`src/hw/rtl/isb_pkg.sv`:
```
// Shared constants and types for the byte insertion sorter.
`default_nettype none

package isb_pkg;

   localparam int MAX_LEN = 64;
   localparam int BYTE_W  = 8;

   typedef enum logic [0:0] {
      ST_COLLECT,
      ST_DRAIN
   } state_type;

   // What one cell tells its neighbors.
   typedef struct packed {
      logic              valid;
      logic              gt;
      logic [BYTE_W-1:0] value;
   } link_type;

   // Cell control broadcast from the sequencer.
   typedef struct packed {
      logic              insert;
      logic              shift;
      logic [BYTE_W-1:0] data;
   } cell_ctrl_type;

endpackage

`default_nettype wire

```
`src/hw/rtl/isb_cell.sv`:
```
// One cell of the sorting chain: holds a byte and trades it with its neighbors.
`default_nettype none

module isb_cell
   import isb_pkg::*;
(
   input  wire logic          clock,
   input  wire logic          reset,
   input  wire cell_ctrl_type ctrl,
   input  wire link_type      left,
   input  wire link_type      right,
   output link_type           link
);

   logic              valid_ff;
   logic              valid_in;
   logic [BYTE_W-1:0] value_ff;
   logic [BYTE_W-1:0] value_in;
   logic              gt;
   logic              take;

   // Equal bytes do not count as greater, so a new byte lands after them.
   assign gt   = valid_ff && (value_ff > ctrl.data);
   assign take = ctrl.insert && (gt || (!valid_ff && left.valid));

   always_comb begin
      value_in = value_ff;
      valid_in = valid_ff;
      if (ctrl.shift) begin
         value_in = right.value;
         valid_in = right.valid;
      end else if (take) begin
         value_in = left.gt ? left.value : ctrl.data;
         valid_in = 1'b1;
      end
   end

   always_ff @(posedge clock) begin
      if (reset) begin
         valid_ff <= 1'b0;
      end else begin
         valid_ff <= valid_in;
      end
   end

   always_ff @(posedge clock) begin
      value_ff <= value_in;
   end

   assign link.valid = valid_ff;
   assign link.gt    = gt;
   assign link.value = value_ff;

endmodule

`default_nettype wire

```
`src/hw/rtl/insertion_sort_bytes.sv`:
```
// Stable byte sorter: a chain of cells with a drain sequencer and output register.
//
// Input stream (req_): one byte per beat, req_tlast on the final byte of a run.
// While collecting, one byte is accepted every cycle; each byte is compared
// against every cell at once and slotted in after any equal bytes.
// Up to MAX_LEN bytes are held; further bytes of the run are dropped and the
// run is flagged as overflowed. A dropped final byte still ends the run.
// After the final byte is accepted the chain shifts toward cell zero, one
// byte per cycle while the receiver does not stall, into the output register.
// Accepting the final input beat registers the drain state; each shift then
// loads the output register, which drives rsp_tvalid. req_tready is low
// while the run drains, so a new run is taken only once the chain is empty.
// Result stream (rsp_): bytes in ascending order, rsp_tlast on the final one,
// rsp_tuser[0] set on every beat of an overflowed run.
// When the receiver stalls, the output register holds its beat and the chain
// does not shift. The next run may start while the final beat still waits.
// Reset empties the chain and returns to collecting; no clearing pass.
`default_nettype none

module insertion_sort_bytes
   import isb_pkg::*;
(
   input  wire logic              clock,
   input  wire logic              reset,
   input  wire logic              req_tvalid,
   output logic                   req_tready,
   input  wire logic [BYTE_W-1:0] req_tdata,   // [7:0] data_byte
   input  wire logic              req_tlast,
   output logic                   rsp_tvalid,
   input  wire logic              rsp_tready,
   output logic [BYTE_W-1:0]      rsp_tdata,   // [7:0] sorted_byte
   output logic                   rsp_tlast,
   output logic [0:0]             rsp_tuser    // [0] overflow
);

   localparam link_type HEAD_LINK = '{valid: 1'b1, gt: 1'b0, value: '0};
   localparam link_type TAIL_LINK = '{valid: 1'b0, gt: 1'b0, value: '0};

   state_type         state_ff;
   state_type         state_in;
   logic              ovf_ff;
   logic              ovf_in;
   logic              rsp_valid_ff;
   logic              rsp_valid_in;
   logic [BYTE_W-1:0] rsp_data_ff;
   logic              rsp_last_ff;
   logic              rsp_ovf_ff;
   logic              accept;
   logic              full;
   logic              shift;
   cell_ctrl_type     ctrl;
   link_type          links [MAX_LEN];
   logic [MAX_LEN-1:0] valid_vec;

   assign full   = links[MAX_LEN-1].valid;
   assign accept = req_tvalid && req_tready;
   assign shift  = (state_ff == ST_DRAIN) && (!rsp_valid_ff || rsp_tready);

   assign ctrl.insert = accept && !full;
   assign ctrl.shift  = shift;
   assign ctrl.data   = req_tdata;

   for (genvar i = 0; i < MAX_LEN; i++) begin : g_cell
      if (i == 0) begin : g_first
         isb_cell u_cell (
            .clock (clock),
            .reset (reset),
            .ctrl  (ctrl),
            .left  (HEAD_LINK),
            .right (links[i+1]),
            .link  (links[i])
         );
      end else if (i == MAX_LEN - 1) begin : g_last
         isb_cell u_cell (
            .clock (clock),
            .reset (reset),
            .ctrl  (ctrl),
            .left  (links[i-1]),
            .right (TAIL_LINK),
            .link  (links[i])
         );
      end else begin : g_mid
         isb_cell u_cell (
            .clock (clock),
            .reset (reset),
            .ctrl  (ctrl),
            .left  (links[i-1]),
            .right (links[i+1]),
            .link  (links[i])
         );
      end
      assign valid_vec[i] = links[i].valid;
   end

   always_comb begin
      state_in     = state_ff;
      ovf_in       = ovf_ff;
      req_tready   = 1'b0;
      rsp_valid_in = rsp_valid_ff && !rsp_tready;
      unique case (state_ff)
         ST_COLLECT: begin
            req_tready = 1'b1;
            if (accept) begin
               ovf_in = ovf_ff | full;
               if (req_tlast) begin
                  state_in = ST_DRAIN;
               end
            end
         end
         ST_DRAIN: begin
            if (shift) begin
               rsp_valid_in = 1'b1;
               // Cell one empty means cell zero holds the final byte.
               if (!links[1].valid) begin
                  state_in = ST_COLLECT;
                  ovf_in   = 1'b0;
               end
            end
         end
         default: begin
            state_in = ST_COLLECT;
         end
      endcase
   end

   always_ff @(posedge clock) begin
      if (reset) begin
         state_ff     <= ST_COLLECT;
         ovf_ff       <= 1'b0;
         rsp_valid_ff <= 1'b0;
      end else begin
         state_ff     <= state_in;
         ovf_ff       <= ovf_in;
         rsp_valid_ff <= rsp_valid_in;
      end
   end

   always_ff @(posedge clock) begin
      if (shift) begin
         rsp_data_ff <= links[0].value;
         rsp_last_ff <= !links[1].valid;
         rsp_ovf_ff  <= ovf_ff;
      end
   end

   assign rsp_tvalid   = rsp_valid_ff;
   assign rsp_tdata    = rsp_data_ff;
   assign rsp_tlast    = rsp_last_ff;
   assign rsp_tuser[0] = rsp_ovf_ff;

   // Occupied cells always form an unbroken run starting at cell zero.
   a_contiguous: assert property (@(posedge clock) disable iff (reset)
      ((valid_vec + MAX_LEN'(1)) & valid_vec) == '0)
      else $error("chain occupancy has a gap");

   a_drain_nonempty: assert property (@(posedge clock) disable iff (reset)
      (state_ff == ST_DRAIN) |-> links[0].valid)
      else $error("draining an empty chain");

   a_drain_done: assert property (@(posedge clock) disable iff (reset)
      (shift && !links[1].valid) |=> (state_ff == ST_COLLECT) && !links[0].valid
         && rsp_tvalid && rsp_tlast)
      else $error("drain did not end cleanly");

   a_ovf_full: assert property (@(posedge clock) disable iff (reset)
      (ovf_ff && (state_ff == ST_COLLECT)) |-> full)
      else $error("overflow flagged with room left");

endmodule

`default_nettype wire

```
`config.mk`:
```
export PLATFORM = sky130hd
export DESIGN_NAME = insertion_sort_bytes
export DESIGN_NICKNAME = d
export VERILOG_FILES = /design/src/hw/rtl/isb_pkg.sv /design/src/hw/rtl/isb_cell.sv /design/src/hw/rtl/insertion_sort_bytes.sv
export SDC_FILE = /design/constraint.sdc
export NUM_CORES = 2
export LEC_CHECK = 0
export BUFFER_PORTS_ARGS = -buffer_cell sky130_fd_sc_hd__buf_2
export CAP_MARGIN = 20
export CORE_ASPECT_RATIO = 0.8
export CORE_UTILIZATION = 40
export DETAILED_ROUTE_END_ITERATION = 10
export GPL_ROUTABILITY_DRIVEN = 1
export SYNTH_ARGS = -nofsm -noshare
export SYNTH_HDL_FRONTEND = slang
export SYNTH_HIERARCHICAL = 1
export SYNTH_SLANG_ARGS = --single-unit
```
`constraint.sdc`:
```
create_clock -name clock -period 11.25 [get_ports clock]
set_input_delay 0.5625 -clock clock [delete_from_list [all_inputs] [get_ports clock]]
set_output_delay 0.5625 -clock clock [all_outputs]
set_load 0.005 [all_outputs]
```
# Yosys cells after proc, flatten, opt, wreduce, memory -nomap -nowiden
# Cells that the tools add are included.
# W data, S select, Z words.
[totals]
reg_bits = 589
output_inout_bits = 12
in_bits = 13
elab_cells = 921
[classes]
n_eq_ne = 3
bitwise_logic = 2
magnitude_cmp = 64
reduce_logical = 391
muxes = 327
[ops]
columns = ["op", "count"]
rows = [
  ["$mux W8", 189],
  ["$gt A8 B8 Y1", 64],
  ["$logic_and A1 B1 Y1", 195],
  ["$mux W1", 136],
  ["$reduce_bool A2 Y1", 63],
  ["$logic_not A1 Y1", 66],
  ["$logic_or A1 B1 Y1", 65],
  ["$ne A2 B2 Y1 const B", 2],
  ["$pmux W1 S2", 2],
  ["$reduce_and A3 Y1", 1],
  ["$ne A2 B1 Y1 const B", 1],
  ["$reduce_or A2 Y1", 1],
  ["$not A1 Y1", 1],
  ["$or A1 B1 Y1", 1],
]

# Logic depth before layout (Yosys ltp)
[depth]
word_depth = 6
mapped_depth = 10
mapped_depth_nobuf = 8

# By module
# The synthesis kept the hierarchy.
[modules_own_cells]
columns = ["module", "n_inst", "area_each_um2", "seq_area_each_um2", "cells_each"]
rows = [
  ["isb_cell at g_cell[0].g_first.u_cell ...", 51, 708.2, 260.2, 77],
  ["isb_cell at g_cell[56].g_mid.u_cell ...", 13, 711.9, 260.2, 78],
  ["insertion_sort_bytes", 1, 445.4, 360.3, 27],
]

# Least setup slack after synthesis
# OpenSTA, ideal clock, no wires.
[synth_path]
kind = "input port to flip-flop"
start = "input req_tvalid"
end = "register g_cell[56].g_mid.u_cell.value_ff[0] (enable)"
setup_slack_ps = 463
arrival_time_ps = 10399
path_stages = 3
required_time_ps = 10862
setup_time_ps = 388
path_cell_list = "nor3b_1 nor2_1 a211oi_1"
[synth_between]
elab_chain_len = 4
[synth_rtl]
columns = ["item", "line_no", "rtl"]
rows = [
  ["from (decl)", "insertion_sort_bytes.sv:25", "input wire logic req_tvalid,"],
  ["$logic_and A1 B1 Y1", "insertion_sort_bytes.sv:56", "assign accept = req_tvalid && req_tready;"],
  ["$logic_and A1 B1 Y1", "insertion_sort_bytes.sv:59", "assign ctrl.insert = accept && !full;"],
  ["$logic_and A1 B1 Y1", "isb_cell.sv:24", "assign take = ctrl.insert && (gt || (!valid_ff && left.valid));"],
  ["$reduce_bool A2 Y1 (no source line)", "--", ""],
  ["to (signal assigned)", "isb_cell.sv:47", "value_ff <= value_in;"],
  ["to (decl)", "isb_cell.sv:17", "logic [BYTE_W-1:0] value_ff;"],
]
# Every way passes these cells.
# A chain may end at the register's enable or synchronous reset.

==> impl_metrics.yaml <==
clock_network:
  cts_num_sinks: 589
  cts_hold_buf: 0
  cts_tree: "yes"
  post-cts-setup-buffers: 0
  clk_pin_slew_ps: 60
  root_buffer: "clkbuf_16"
  numCtsBuffers: 72
  clockBufferDepth: 3
  htree_levels: 3
  clock_latency_ps: 640
  cts_resized: 0
setup_path:
  end_kind: "flop"
  path_class: "reg2reg"
  endpoint: "g_cell[4].g_mid.u_cell/value_ff[1]"
  r2r_start: "rsp_tvalid"
  worstPathMaxFanout: 225
  crit_arrival_ps: 4110
  crit_start: "rsp_tvalid"
  r2r-end: "g_cell[4].g_mid.u_cell/value_ff[1]"
  worstPathRequired_ps: 11500
  critPathLaunchType: "flop"
  reg2reg_slack_ps: 7390
  r2r_cells: 7
drt:
  wl_per_cell_um: 18.4
  avgViaCountPerCell: 5.44
  dr_total_vias: 34654
  drc: 0
  antenna_left: 0
  dr.pass1.iters: 6
  wl_um: 117000
  initialDrtViolationCount: 2544
sta:
  fin_skew_ps: 18.8
  worst_pin_slew_ps: 1060
  fmax_mhz: 259
  grt_setup_unrepaired: "false"
  fin_crit_sh: 0.343
  setup_violations: 0
  timing_hold_violations_final: 0
  fin_crit_ps: 3860
  relSlewSlack: 0.290
  tns_ps: 0
  slew_viol_final: 0
layout:
  layout_common_cells: "nand2_1 (755), inv_1 (643), o21ai_0 (576)"
  area_growth_pct: 6.00
  fin_cells: 6369
  drive_above_1_share: 0.0731
  final_common_cell: "nand2_1"
  nets: 5324
  fin_util: 0.430
  diodes: 0
global_routing:
  globalRoute.totalOverflow: 0
  grt_pass1_vias: 33785
  antenna_found_initial: 1
  grt_use_total: 0.199
  grt_max_degree: 226
  grt_pass1_wl_um: 188000
floorplanning:
  start_util: 0.405
  die_area_mm2: 0.116
  die_h_um: 305
  pin_count: 25
  die_width_um: 380
  coreArea_mm2: 0.113
  rows: 110
placement:
  portBuffers: 24
  dp_cells: 6236
  dp_hpwl_um: 79300
  place_congestion: 0.833
power:
  worst_ir_drop_vdd_mv: 0.119
  powerDensity_mw_per_mm2: 116
  p_leak_uw: 0.0190
yosys:
  syn_area_mm2: 0.0458
  yosys_warnings: 6
  avgSynthCellArea_um2: 9.22
  synth_cells: 4965
run_status:
  status: "finished clean"
min_path:
  hp-class: "in2reg"
run:
  drv_cap: 0
sequential cells by signal, summed over array words and instances, names as in the netlist:
register and cells:
g_cell.g_mid.u_cell/value_ff 496, g_cell.g_mid.u_cell/valid_ff 62, g_cell.g_first.u_cell/value_ff 8, g_cell.g_last.u_cell/value_ff 8, rsp_tdata 8, g_cell.g_first.u_cell/valid_ff 1, g_cell.g_last.u_cell/valid_ff 1, ovf_ff 1
rsp_tlast 1, rsp_tuser 1, rsp_tvalid 1, state_ff 1
power breakdown:
group	switching (uW)	leakage [uW]	internal, uW
registers	55.3	0.00527	2480
logic	524	0.0126	269
clock network	996	0.00114	1310
critical path, cell delays in order, from the launching register on:
cell	delay [ps]
dfxtp_1	310
nand2b_1	160
and2_4	530
buf_12	610
buf_4	710
a21o_1	180
o22ai_2	60
nor2_1	670
final cells by class:
class                           count  area (um2)
Sequential cell                   589       17000
Fill cell                       10948       64400
Clock buffer                       94        2000
Timing Repair Buffer               61         490
Inverter                          643        2410
Clock inverter                     38         288
Tap cell                         1512        1890
Multi-Input combinational cell   3432       24500
worst min path at each step:
stage | depth (start not counted) | end | slack, ps | from
2_1_floorplan | 0 | rsp_tuser | 410 | ovf_ff
6_report | 3 | ovf_ff | 250 | req_tvalid
3_3_place_gp | 0 | rsp_tdata[6] | 510 | g_cell[0].g_first.u_cell/value_ff[6]
4_1_cts | 3 | ovf_ff | 210 | req_tvalid
3_5_place_dp | 0 | rsp_tdata[6] | 520 | g_cell[0].g_first.u_cell/value_ff[6]
5_1_grt | 3 | ovf_ff | 230 | req_tvalid
metrics by stage:
stage | area (um2) | setup slack, ps | hold WS (ps) | power (uW)
after floorplan | 45900 | 463 | 408 | 3130
after global placement | 46200 | 6900 | 511 | 3330
after detailed placement | 46300 | 6820 | 521 | 3360
after CTS | 48500 | 7450 | 208 | 5680
after global routing | 48500 | 7150 | 233 | 5880
final | 48500 | 7390 | 253 | 5630
metal layers:
| metal | track usage | part of all wire | up-vias |
|---|---|---|---|
| li1 | - | - | 17073 |
| met5 | 0 | 0 | - |
| met2 | 0.297 | 0.42 | 797 |
| met1 | 0.305 | 0.51 | 16652 |
| met4 | 0.0427 | 0.016 | 0 |
| met3 | 0.0235 | 0.052 | 132 |
Power figures use the tool's default switching activity.
